## config.mk

```make
export PLATFORM = sky130hd
export DESIGN_NAME = mvfu_queue
export DESIGN_NICKNAME = d
export VERILOG_FILES = /design/src/rtl/core/mvfu_pkg.sv /design/src/rtl/core/mvfu_queue.sv
export SDC_FILE = /design/constraint.sdc
export NUM_CORES = 1
export LEC_CHECK = 0
export BUFFER_PORTS_ARGS = -buffer_cell sky130_fd_sc_hd__buf_2
export CORE_UTILIZATION = 57
export CTS_CLUSTER_DIAMETER = 40
export CTS_CLUSTER_SIZE = 16
export DETAILED_ROUTE_END_ITERATION = 10
export PLACE_DENSITY_LB_ADDON = 0.25
export SETUP_SLACK_MARGIN = 0.02
export SLEW_MARGIN = 20
export SYNTH_ARGS = -nofsm -noshare
export SYNTH_HDL_FRONTEND = slang
export SYNTH_SLANG_ARGS = --single-unit
export TNS_END_PERCENT = 30
```

## constraint.sdc

```tcl
create_clock -name clk -period 4.6 [get_ports clk]
set_clock_uncertainty 0.05 [all_clocks]
set_input_delay 0.23 -clock clk [delete_from_list [all_inputs] [get_ports clk]]
set_output_delay 0.23 -clock clk [all_outputs]
set_load 0.01 [all_outputs]
```

## src/rtl/core/mvfu_pkg.sv

```systemverilog
package mvfu_pkg;

  localparam int unsigned ADDR_W    = 17;  // entry address before the range check
  localparam int unsigned DATA_W    = 16;  // stored vx, vy and SAD width
  localparam int unsigned ENT_W     = 3 * DATA_W;
  localparam int unsigned VAL_W     = DATA_W + 1;  // signed view of one stored field
  localparam int unsigned WT_W      = 9;   // signed one-dimensional weight
  localparam int unsigned WW_W      = 2 * WT_W;
  localparam int unsigned PROD_W    = WW_W + VAL_W;
  localparam int unsigned SUM_W     = PROD_W + 2;
  localparam int unsigned RES_W     = 32;
  localparam int unsigned SAD_W     = 28;
  localparam int unsigned SAD_SHIFT = 4;
  localparam int unsigned NFIELD    = 3;
  localparam int unsigned NTAP      = 4;
  localparam int unsigned QDEPTH    = 4;
  localparam int unsigned QPW       = $clog2(QDEPTH);
  localparam int unsigned CFG_IDX_W = 3;
  localparam int unsigned MAX_SRC_BLOCKS_DEF = 16384;

  typedef enum logic [CFG_IDX_W-1:0] {
    REG_SRC_WIDTH    = 3'd0,
    REG_SRC_HEIGHT   = 3'd1,
    REG_NORM_SHIFT   = 3'd2,
    REG_DIVISOR      = 3'd3,
    REG_WEIGHT_TOTAL = 3'd4,
    REG_WEIGHT_ODD   = 3'd5,
    REG_WEIGHT_EVEN  = 3'd6
  } cfg_reg_t;

  typedef enum logic {
    CMD_LOAD  = 1'b0,
    CMD_QUERY = 1'b1
  } cmd_t;

  typedef struct packed {
    logic [7:0]  src_width;
    logic [7:0]  src_height;
    logic [4:0]  norm_shift;
    logic [15:0] divisor;
    logic [7:0]  weight_total;
    logic [7:0]  weight_odd;
    logic [7:0]  weight_even;
  } cfg_t;

  typedef struct packed {
    cmd_t                          cmd;
    logic [13:0]                   src_index;
    logic [DATA_W-1:0]             load_vx;
    logic [DATA_W-1:0]             load_vy;
    logic [DATA_W-1:0]             load_sad;
    logic [NTAP-1:0][ADDR_W-1:0]   addr;
    logic                          odd_x;
    logic                          odd_y;
  } item_t;

  typedef struct packed {
    logic full;
    logic empty;
  } qstat_t;

endpackage

```

## src/rtl/core/mvfu_queue.sv

```systemverilog
module mvfu_queue import mvfu_pkg::*; (
  input  logic   clk,
  input  logic   rst_n,
  input  logic   push,
  input  item_t  push_item,
  input  logic   pop,
  output item_t  pop_item,
  output qstat_t qs
);

  item_t          buf_r [QDEPTH];
  logic [QPW-1:0] wp_r, wp_nxt, rp_r, rp_nxt;
  logic [QPW:0]   cnt_r, cnt_nxt;

  assign qs.full  = (cnt_r == (QPW+1)'(QDEPTH));
  assign qs.empty = (cnt_r == '0);
  assign pop_item = buf_r[rp_r];

  always_comb begin
    wp_nxt  = push ? wp_r + QPW'(1) : wp_r;
    rp_nxt  = pop ? rp_r + QPW'(1) : rp_r;
    cnt_nxt = cnt_r + (QPW+1)'(push) - (QPW+1)'(pop);
  end

  always_ff @(posedge clk) begin
    if (!rst_n) begin
      wp_r  <= '0;
      rp_r  <= '0;
      cnt_r <= '0;
    end else begin
      wp_r  <= wp_nxt;
      rp_r  <= rp_nxt;
      cnt_r <= cnt_nxt;
    end
  end

  always_ff @(posedge clk) begin
    if (push) begin
      buf_r[wp_r] <= push_item;
    end
  end

endmodule

```

## After elaboration in Yosys (flattened, before gate mapping)

Memory sizes are Yosys's and may differ from the RTL's. A register that Yosys moved wholly into a read port is not among the register bits.
Index checks and enable logic that the tools add are counted.

| operators by class | value |
|---|---|
| equality and inequality tests | 1 |
| reductions and logical operators | 1 |
| add/subtract/negate cells | 4 |
| mux-type cells | 4 |

Operators by type and width:

| kind | number |
|---|---|
| adder 2 x 1 -> 2 bit (second input constant) | 2 |
| two-way mux 2 bit | 2 |
| adder 3 x 1 -> 3 bit | 1 |
| == test 3 bit (second input constant) | 1 |
| zero test 3 bit | 1 |
| subtractor 3 x 1 -> 3 bit | 1 |
| two-way mux 1 bit | 2 |

| storage, ports and cells | value |
|---|---|
| memories | 1 |
| word-level logic and storage cells | 14 |
| register bits after elaboration | 7 |
| bits in writable memories | 532 |

Memories:

| name | depth | bits a word | read ports | clocked after memory_dff | wr ports | RTL line | RTL |
|---|---|---|---|---|---|---|---|
| buf_r | 4 | 133 | 1 | 1 | 1 | mvfu_queue.sv:11 | `item_t buf_r [QDEPTH];` |

## Depth between registers and ports, before layout

| depth | value |
|---|---|
| depth in word-level cells | 3 |
| gate-level depth with buffers | 7 |
| mapped depth without buffers | 7 |

## Worst setup path before layout

OpenSTA, ideal clock, no wires.

| path | value |
|---|---|
| path type | reg2reg |
| start point | reg wp_r[0] |
| end point | mem buf_r[0][0] (netlist bit) (enable) |
| data arrival time | 3.592 ns |
| clock period less this slack | 4.150 ns |
| slack | 0.450 ns |
| cell stages (with the launch flop) | 4 |
| path buffers | 0 |
| data required time | 4.042 ns |
| library setup time | 0.508 ns |
| cells stage by stage | dfxtp_1 inv_1 ha_1 and2_1 |

RTL lines:

| item | RTL line | RTL |
|---|---|---|
| from (decl) | mvfu_queue.sv:12 | `logic [QPW-1:0] wp_r, wp_nxt, rp_r, rp_nxt;` |
| from (signal assigned) | mvfu_queue.sv:31 | `wp_r <= wp_nxt;` |
| to (decl) | mvfu_queue.sv:11 |  |

Straight into the memory's write port.

==> qor.yml <==
relSlewSlack_pct: 35.8
final_common_cell: "edfxtp_1"
synth_mux_area_share_pct: 15.3
drt_iter0_markers: 563
critPathKind: "reg -> out"
cts_root_buf: "clkbuf_16"
crit_path_end_kind: "primary output"
worst-path-max-fanout: 46
synth_top_area_share_pct: 81.5
chipHeight_um: 187
grt_pass1_wl_mm: 56.5
fin_util_pct: 73.5
synthAdderAreaFrac_pct: 0.485
syn_inst: 738
peakVddDrop_v: 0.000366
dr.pass1.iters: 4
synth_compound_area_share_pct: 0.0766
clkTransAtPathRegs_ns: 0.07
synth_area_per_cell_um2: 26.6
clockBufferDepth: 3
yosysWarnings: 0
num_rows: 67
cap_viol_max_count: 0
wl_mm: 37.1
synth_top_family_by_area: "multiplexers"
synth.area.top_cells: "edfxtp_1, mux4_2, dfxtp_1"
power_density_nw_per_um2: 460
synth_nets: 882
hpwl_mm: 20.5
drc: 0
finalSetupTns_ns: 0
vias_per_cell: 5.55
hold_viol_final: 0
die-area_um2: 35200
layout_min_cycle_time_ns: 3.02
track_usage_pct: 21.4
h-tree-depth: 2
nets: 1328
start_util_pct: 58.2
post_cts_buffers: 0
yosysSeqAreaShare_pct: 82.4
syn2layout_area_growth_pct: 26.4
design.portCount: 272
cts-buffers-inserted: 53
rrSetupSlack_ns: 2.40
grt_remaining_overflow: 0
synthXorXnorAreaFrac_pct: 0.211
clock-sinks: 541
layout_common_cells: "edfxtp_1, buf_2, dlygate4sd3_1, mux4_2, clkbuf_16"
cp-start-kind: "flip-flop"
fmaxAchievable_mhz: 331
drtAntennaViolNets: 0
core_um2: 33700
synth_seq_cells: 541
finalCritPeriodShare_pct: 65.6
cts_tree: "done"
pre_cts_ws_ns: 2.08
hp-class: "in -> reg"
die_w_um: 187
grt_pass1_vias: 9733
wl_per_cell_um: 22.1
tightest_slew_ns: 0.964
yosysUniqueCellTypes: 19
rsz0062_at_grt: "no"
vias: 9311
r2r.worst_path.cells: 4
drive_gt1_share_pct: 42.2
gp_congestion: 0.732
hold_depth: 2
port-buffer-count: 271
layout_setup_ws_ns: 1.58
status: "finished clean"
drv_slew: 0
setup_viol: 0
yosys.area_share.simple_pct: 0.383
arrival_ns: 2.74
critPathRequiredTime_ns: 4.32
yosysTopAreaCell: "edfxtp_1"
antenna_found_initial: 3
synth_area_um2: 19600
worst_skew_pair.late_latency_ns: 0.55
p_leak_uw: 0.00846
grt_max_degree: 134
hold_slack_ns: 0.361
worst max-delay path: stages, from the launching register on:
cell     delay [ns]
dfxtp_4        0.97
buf_4          0.44
mux4_2         0.57
buf_2          0.16
cell usage after synthesis (all sizes together):
cell    instances
edfxtp        532
mux4          133
buf            24
dfxtp           9
inv             7
and2            6
clkbuf          6
ha              6
nor2            5
xnor2           2
a21bo           1
a21oi           1
and3            1
fa              1
mux2i           1
nand3b          1
nor3            1
xor3            1
sequential cells by signal (all words and copies together) (netlist names), named ones only:
name / count
buf_r: 532
cnt_r: 3
rp_r: 2
wp_r: 2
area by class of cell:
class	instances	area (µm²)
diodes	3	7.51
clock buffers	57	1350
clock inverters	41	522
fillers	1911	8920
inverters	7	26.3
multi-input cells	160	3240
flip-flops and latches	541	16200
well taps	448	561
repair buffers	421	2910
repair_timing:
item                                    4_1_cts  5_1_grt
hold buffers                                136        0
hold endpoints to repair                    541        0
gates resized for setup                       0        0
endpoints found under the setup margin        0        0
cell families after synthesis:
family | Yosys count
multiplexers | 134
XOR/XNOR | 3
buffers and inverters | 37
adder cells (fa/ha/maj) | 7
AND/OR/NAND/NOR | 14
AO/OA/AOI/OAI | 2
flip-flops | 541
report_power, final:
group          internal, µW  switching [µW]
registers              5670            79.6
clock network          2690            1860
logic                   541             551
final timing paths:
check	from	to
setup / recovery	flip-flop	pop_item[101]
hold / removal	push_item[9]	buf_r[3][9]
setup reg to reg	wp_r[0]	buf_r[0][82]
hold reg to reg	rp_r[1]	flip-flop
metrics by stage:
stage	cell area (µm²)	total power, µW	std cells
3_3_place_gp	21500	6830	1441
6_report	24800	11400	1678
2_1_floorplan	19600	6440	738
5_1_grt	24800	11700	1677
4_1_cts	24800	11500	1675
3_5_place_dp	21500	6860	1441
metal layers:
layer | routed length [µm] | up-vias | global-route usage, %
met3 | 2900 | 65 | 5.58
met4 | 839 | 0 | 6.00
met1 | 15100 | 4809 | 29.9
met2 | 18300 | 351 | 34.2
met5 | 0 | - | 0
li1 | - | 4086 | -
Power figures use the tool's default switching activity.
