<file path="src/rtl/core/mvfu_pkg.sv">
package mvfu_pkg;

  localparam int unsigned ADDR_W    = 17;  // entry address before the range check
  localparam int unsigned DATA_W    = 16;  // stored vx, vy and SAD width
  localparam int unsigned ENT_W     = 3 * DATA_W;
  localparam int unsigned VAL_W     = DATA_W + 1;  // signed view of one stored field
  localparam int unsigned WT_W      = 9;   // signed one-dimensional weight
  localparam int unsigned WW_W      = 2 * WT_W;
  localparam int unsigned PROD_W    = WW_W + VAL_W;
  localparam int unsigned SUM_W     = PROD_W + 2;
  localparam int unsigned RES_W     = 32;
  localparam int unsigned SAD_W     = 28;
  localparam int unsigned SAD_SHIFT = 4;
  localparam int unsigned NFIELD    = 3;
  localparam int unsigned NTAP      = 4;
  localparam int unsigned QDEPTH    = 4;
  localparam int unsigned QPW       = $clog2(QDEPTH);
  localparam int unsigned CFG_IDX_W = 3;
  localparam int unsigned MAX_SRC_BLOCKS_DEF = 16384;

  typedef enum logic [CFG_IDX_W-1:0] {
    REG_SRC_WIDTH    = 3'd0,
    REG_SRC_HEIGHT   = 3'd1,
    REG_NORM_SHIFT   = 3'd2,
    REG_DIVISOR      = 3'd3,
    REG_WEIGHT_TOTAL = 3'd4,
    REG_WEIGHT_ODD   = 3'd5,
    REG_WEIGHT_EVEN  = 3'd6
  } cfg_reg_t;

  typedef enum logic {
    CMD_LOAD  = 1'b0,
    CMD_QUERY = 1'b1
  } cmd_t;

  typedef struct packed {
    logic [7:0]  src_width;
    logic [7:0]  src_height;
    logic [4:0]  norm_shift;
    logic [15:0] divisor;
    logic [7:0]  weight_total;
    logic [7:0]  weight_odd;
    logic [7:0]  weight_even;
  } cfg_t;

  typedef struct packed {
    cmd_t                          cmd;
    logic [13:0]                   src_index;
    logic [DATA_W-1:0]             load_vx;
    logic [DATA_W-1:0]             load_vy;
    logic [DATA_W-1:0]             load_sad;
    logic [NTAP-1:0][ADDR_W-1:0]   addr;
    logic                          odd_x;
    logic                          odd_y;
  } item_t;

  typedef struct packed {
    logic full;
    logic empty;
  } qstat_t;

endpackage

</file>
<file path="src/rtl/core/mvfu_front.sv">
module mvfu_front import mvfu_pkg::*; (
  input  logic        clk,
  input  logic        rst_n,
  input  cfg_t        cfg,
  input  logic        in_valid,
  output logic        in_stall,
  input  logic        in_command,
  input  logic [13:0] in_src_index,
  input  logic [15:0] in_load_vx,
  input  logic [15:0] in_load_vy,
  input  logic [15:0] in_load_sad,
  input  logic [9:0]  in_fine_col,
  input  logic [9:0]  in_fine_row,
  input  qstat_t      qs,
  output logic        push,
  output item_t       push_item
);

  logic              v_r, v_nxt;
  item_t             item_r, item_nxt;
  logic [7:0]        w, h;
  logic [8:0]        wlim, hlim;
  logic [9:0]        i, j;
  logic              col_edge, row_edge;
  logic [7:0]        ip, jp;
  logic [15:0]       base;
  logic [ADDR_W-1:0] nrow, ipn, a, b, c, d;

  // Clamp, find parent and neighbors, form the four entry addresses.
  always_comb begin
    w    = (cfg.src_width == 8'd0) ? 8'd1 : cfg.src_width;
    h    = (cfg.src_height == 8'd0) ? 8'd1 : cfg.src_height;
    wlim = {w, 1'b0} - 9'd1;
    hlim = {h, 1'b0} - 9'd1;
    i    = (in_fine_col > {1'b0, wlim}) ? {1'b0, wlim} : in_fine_col;
    j    = (in_fine_row > {1'b0, hlim}) ? {1'b0, hlim} : in_fine_row;
    col_edge = (i == 10'd0) || (i == {1'b0, wlim});
    row_edge = (j == 10'd0) || (j == {1'b0, hlim});
    ip   = i[8:1];
    jp   = j[8:1];
    base = 16'(jp) * 16'(w);
    nrow = j[0] ? ADDR_W'(base) + ADDR_W'(w) : ADDR_W'(base) - ADDR_W'(w);
    ipn  = i[0] ? ADDR_W'(ip) + ADDR_W'(1) : ADDR_W'(ip) - ADDR_W'(1);
    a    = ADDR_W'(ip) + ADDR_W'(base);
    b    = ipn + ADDR_W'(base);
    c    = ADDR_W'(ip) + nrow;
    d    = ipn + nrow;

    item_nxt.cmd       = cmd_t'(in_command);
    item_nxt.src_index = in_src_index;
    item_nxt.load_vx   = in_load_vx;
    item_nxt.load_vy   = in_load_vy;
    item_nxt.load_sad  = in_load_sad;
    item_nxt.odd_x     = i[0];
    item_nxt.odd_y     = j[0];
    if (col_edge && row_edge) begin
      item_nxt.addr = {a, a, a, a};
    end else if (col_edge) begin
      item_nxt.addr = {c, c, a, a};
    end else if (row_edge) begin
      item_nxt.addr = {b, b, a, a};
    end else begin
      item_nxt.addr = {d, c, b, a};
    end
  end

  assign in_stall  = v_r && qs.full;
  assign push      = v_r && !qs.full;
  assign push_item = item_r;
  assign v_nxt     = in_stall ? v_r : in_valid;

  always_ff @(posedge clk) begin
    if (!rst_n) begin
      v_r <= 1'b0;
    end else begin
      v_r <= v_nxt;
    end
  end

  always_ff @(posedge clk) begin
    if (!in_stall) begin
      item_r <= item_nxt;
    end
  end

endmodule

</file>
<file path="config.mk">
export PLATFORM = sky130hd
export DESIGN_NAME = mvfu_front
export DESIGN_NICKNAME = d
export VERILOG_FILES = /design/src/rtl/core/mvfu_pkg.sv /design/src/rtl/core/mvfu_front.sv
export SDC_FILE = /design/constraint.sdc
export NUM_CORES = 1
export LEC_CHECK = 0
export BUFFER_PORTS_ARGS = -buffer_cell sky130_fd_sc_hd__buf_2
export CAP_MARGIN = 20
export CORE_ASPECT_RATIO = 2
export CORE_MARGIN = 5
export CORE_UTILIZATION = 52
export CTS_BUF_LIST = sky130_fd_sc_hd__clkbuf_8
export CTS_CLUSTER_SIZE = 30
export DETAILED_ROUTE_END_ITERATION = 8
export HOLD_SLACK_MARGIN = 0.12
export PLACE_DENSITY = 0.89
export SYNTH_ARGS = -nofsm -noshare
export SYNTH_HDL_FRONTEND = slang
export SYNTH_SLANG_ARGS = --single-unit
</file>
<file path="constraint.sdc">
create_clock -name clk -period 21.4 [get_ports clk]
set_input_delay 2.14 -clock clk [delete_from_list [all_inputs] [get_ports clk]]
set_output_delay 2.14 -clock clk [all_outputs]
set_load 0.05 [all_outputs]
</file>
* Word-level counts from Yosys, hierarchy flattened
Index checks and enable logic that the tools add are counted. W data, S select, Z words.
Cells by class: add/subtract/negate cells 10, multiply operators 1, order comparisons 2, eq/ne operators 2, mux-type cells 9, reductions and logical operators 10
Operators with widths (count):
- $mux W68 | 3
- $mux W17 | 2
- $eq A10 B9 Y1 | 2
- $gt A10 B9 Y1 | 2
- $logic_not A10 Y1 | 2
- $mux W10 | 2
- $sub A9 B1 Y9 const B | 2
- $add A16 B8 Y17 | 1
- $add A17 B16 Y17 | 1
- $add A17 B17 Y17 | 1
- $add A8 B16 Y17 | 1
- $add A8 B17 Y17 | 1
- $sub A16 B8 Y17 | 1
- $logic_not A8 Y1 | 2
- $mul A8 B8 Y16 | 1
- $mux W8 | 2
- $add A8 B1 Y9 const B | 1
- $sub A8 B1 Y9 const B | 1
- $logic_and A1 B1 Y1 | 3
- $logic_or A1 B1 Y1 | 2
- $logic_not A1 Y1 | 1
Storage, ports and cells: register bits 134, bits of input ports 149, output and inout port bits 135, word-level logic and storage cells 46

* Logic depth before layout (Yosys ltp)
word-level depth 12, depth in mapped cells 46, mapped depth without buffers 45

* Worst setup path before layout
No wires, ideal clock.
kind in2reg, from in cfg[51] in the netlist's numbering, to reg item_r (netlist bit push_item[69]) (data pin), data arrival time 11.364 ns, setup slack 9.760 ns, stages on the path 42, cells stage by stage nor4_1 a31oi_2 ha_1 nand2_1 nor3_1 xnor2_1 ha_1 a21o_1 a211oi_1 o21a_1 nor2_1 clkbuf_1 o21ai_1 nand2b_1 fa_1 fa_1 inv_1 fa_1 (+6 left out) xor2_1 ha_1 clkbuf_1 a21oi_1 nand2_1 a21o_1 nor2_1 xor2_1 inv_1 ha_1 and3_1 a21oi_1 nand3_1 a41oi_1 xnor2_1 nand2_1 o31ai_1 nor4b_4
RTL lines:
- start, declared | line mvfu_front.sv:4 | input cfg_t cfg,
- end signal, assigned | line mvfu_front.sv:82 | item_r <= item_nxt;
- end, declared | line mvfu_front.sv:20 | item_t item_r, item_nxt;

==> impl_metrics.env <==
export IMPL_nets=1721
export IMPL_path_clk_slew_ps=80
export IMPL_avgRoutedWirePerCell_um=17.9
export IMPL_synth_flop_cell="edfxtp_1"
export IMPL_ant_nets=0
export IMPL_start_util_pct=52.8
export IMPL_crit_start="cfg[51]"
export IMPL_numPortBuffers=237
export IMPL_period_needed_ps=12880
export IMPL_yosysTopAreaCellShare_pct=34.3
export IMPL_drt_total_wl_um=30500
export IMPL_start_kind="input port"
export IMPL_crit_top_cell="ha_1"
export IMPL_grt_pass1_vias=10276
export IMPL_pin_count=284
export IMPL_seq_area_frac_synth_pct=34.5
export IMPL_synth_most_common_cell="edfxtp_1"
export IMPL_synth_top_area_cell="edfxtp_1"
export IMPL_fp_dieW_um=116
export IMPL_status="completed"
export IMPL_synth_avg_cell_area_um2=9.92
export IMPL_diodes=0
export IMPL_synth_cells=1174
export IMPL_viasPerCell=5.78
export IMPL_numCtsBuffers=17
export IMPL_gp_congestion=0.934
export IMPL_drc_errors=0
export IMPL_maxCapViolCount=0
export IMPL_postCtsSetupRepairBufs=0
export IMPL_antenna_found_initial=0
export IMPL_arrival_ps=13050
export IMPL_crit_slowest_cell="mux2i_1"
export IMPL_drtPass1Iterations=5
export IMPL_die_area_um2=25700
export IMPL_hold_path_class="reg2reg"
export IMPL_cts_tree="yes"
export IMPL_drive_gt1_share_pct=23.0
export IMPL_clockBufferDepth=2
export IMPL_clock_latency_ps=430
export IMPL_floorplan_core_area_um2=22100
export IMPL_hp_start="v_r"
export IMPL_synth_area_um2=11700
export IMPL_synth_seq_cells=134
export IMPL_cts_sinks=134
export IMPL_area_growth_pct=16.2
export IMPL_root_buffer="clkbuf_8"
export IMPL_maxSlewHeadroom_pct=27.1
export IMPL_fin_tns_setup_ps=0
export IMPL_ys_types=76
export IMPL_skew_ps=9.22
export IMPL_end_kind="flip-flop"
export IMPL_gr_total_overflow=0
export IMPL_dp_hpwl_um=25200
export IMPL_drv_slew=0
export IMPL_final_hold_violation_count=0
export IMPL_cts_hold_buf=0
export IMPL_hold_ws_ps=1010
export IMPL_htreeDepth=4
export IMPL_cts_repair_resized=0
export IMPL_synth_edf_count=133
export IMPL_r2r_start="v_r"
export IMPL_fin_crit_sh_pct=60.2
export IMPL_grt_usage_pct=23.5
export IMPL_tightest_slew_ps=1090
export IMPL_initialDrtViolationCount=528
export IMPL_synth_top_cells_by_area="edfxtp_1, ha_1, fa_1"
export IMPL_cp_required_ps=21570
export IMPL_grt_setup_unrepaired="no"
export IMPL_fillerInstances=1834
export IMPL_vias=9816
export IMPL_timing_fmax_mhz=77.7
export IMPL_yosysWarnings=0
export IMPL_synthTopCellsByCount="edfxtp_1, ha_1, nor2_1"
export IMPL_cp_slowest_stage_delay_ps=740
export IMPL_die_h_um=222
export IMPL_grt_pass1_wl_um=48600
export IMPL_path_max_fanout=10
export IMPL_synthArstFlopShare_pct=0
export IMPL_syn_nets=1485
export IMPL_setup_viol=0
export IMPL_grt_max_degree=90
export IMPL_rows=77
export IMPL_crit_type="in2reg"
==> cells by family after synthesis <==
kind of cell	count (synthesis)	share of synthesized area [%]
fa+ha+maj	162	20.0
mux	27	2.49
compound gates	246	13.5
simple gates	371	16.9
xor+xnor	109	8.35
buf+inv	125	4.24
flops	134	34.5
==> cell type report <==
class	count	area [um2]	area share, %
tap	276	345	2.55
clock buffer	17	234	1.73
multi-input combinational	915	7160	52.9
clock inverter	15	171	1.27
sequential	134	4010	29.7
timing repair buffer	244	1240	9.16
inverter	98	368	2.72
==> final timing paths <==
check | endpoint | slack [ps] | cells after the start
max | push_item[69] | 8520 | 40
min | push_item[124] | 1010 | 1
max reg2reg | push_item[80] | 19240 | 2
min reg2reg | push_item[124] | 1010 | 1
==> stage by stage <==
step	worst slack [ps]	area, um2	utilization (%)	std cells
CTS	8660	13500	61.3	1698
floorplan	9760	11700	-	1174
global route	7840	13500	61.4	1699
global placement	8010	13100	59.4	1665
detailed placement	8200	13100	59.5	1666
finish	8520	13500	61.4	1699
==> metal layers <==
metal / share of wire [%] / routed length (um) / global-route usage (%) / vias to the layer above
met5: 0 / 0 / 0 / -
met4: 5.7 / 1730 / 13.8 / 0
met3: 5.8 / 1760 / 3.09 / 124
met2: 55 / 16800 / 45.1 / 380
met1: 34 / 10200 / 22.9 / 4645
li1: - / - / - / 4667
==> placed cells by master (no fill, tap or decap), types with 8 or more instances in the layout <==
| cell | count |
|---|---|
| buf_2 | 237 |
| edfxtp_1 | 133 |
| ha_1 | 121 |
| nor2_1 | 100 |
| inv_1 | 95 |
| a21oi_1 | 77 |
| nand2_1 | 74 |
| xnor2_1 | 64 |
| o21ai_0 | 57 |
| nor2b_1 | 53 |
| xor2_1 | 44 |
| fa_1 | 41 |
| nor3_1 | 30 |
| nand3_1 | 26 |
| a211oi_1 | 21 |
| and2_1 | 18 |
| clkbuf_8 | 17 |
| nand2b_1 | 16 |
| mux2_2 | 16 |
| a21o_1 | 15 |
| mux2i_1 | 11 |
| o21ba_2 | 9 |
| o21a_1 | 8 |
| and3_1 | 8 |
==> worst max-delay path, delay by kind of cell <==
kind / cells / cell delay, ps
mux: 1 / 740
buf+inv: 5 / 450
xor+xnor: 4 / 1030
simple gates: 13 / 2640
compound gates: 8 / 2270
fa+ha+maj: 9 / 3710
==> registers in the layout, summed over array words and instances, names as in the netlist <==
register / cells
v_r: 1
push_item: 133
Power is left out: the tool's default activity adds up to more than one toggle a clock period on the data nets, which glitch-free logic cannot reach.
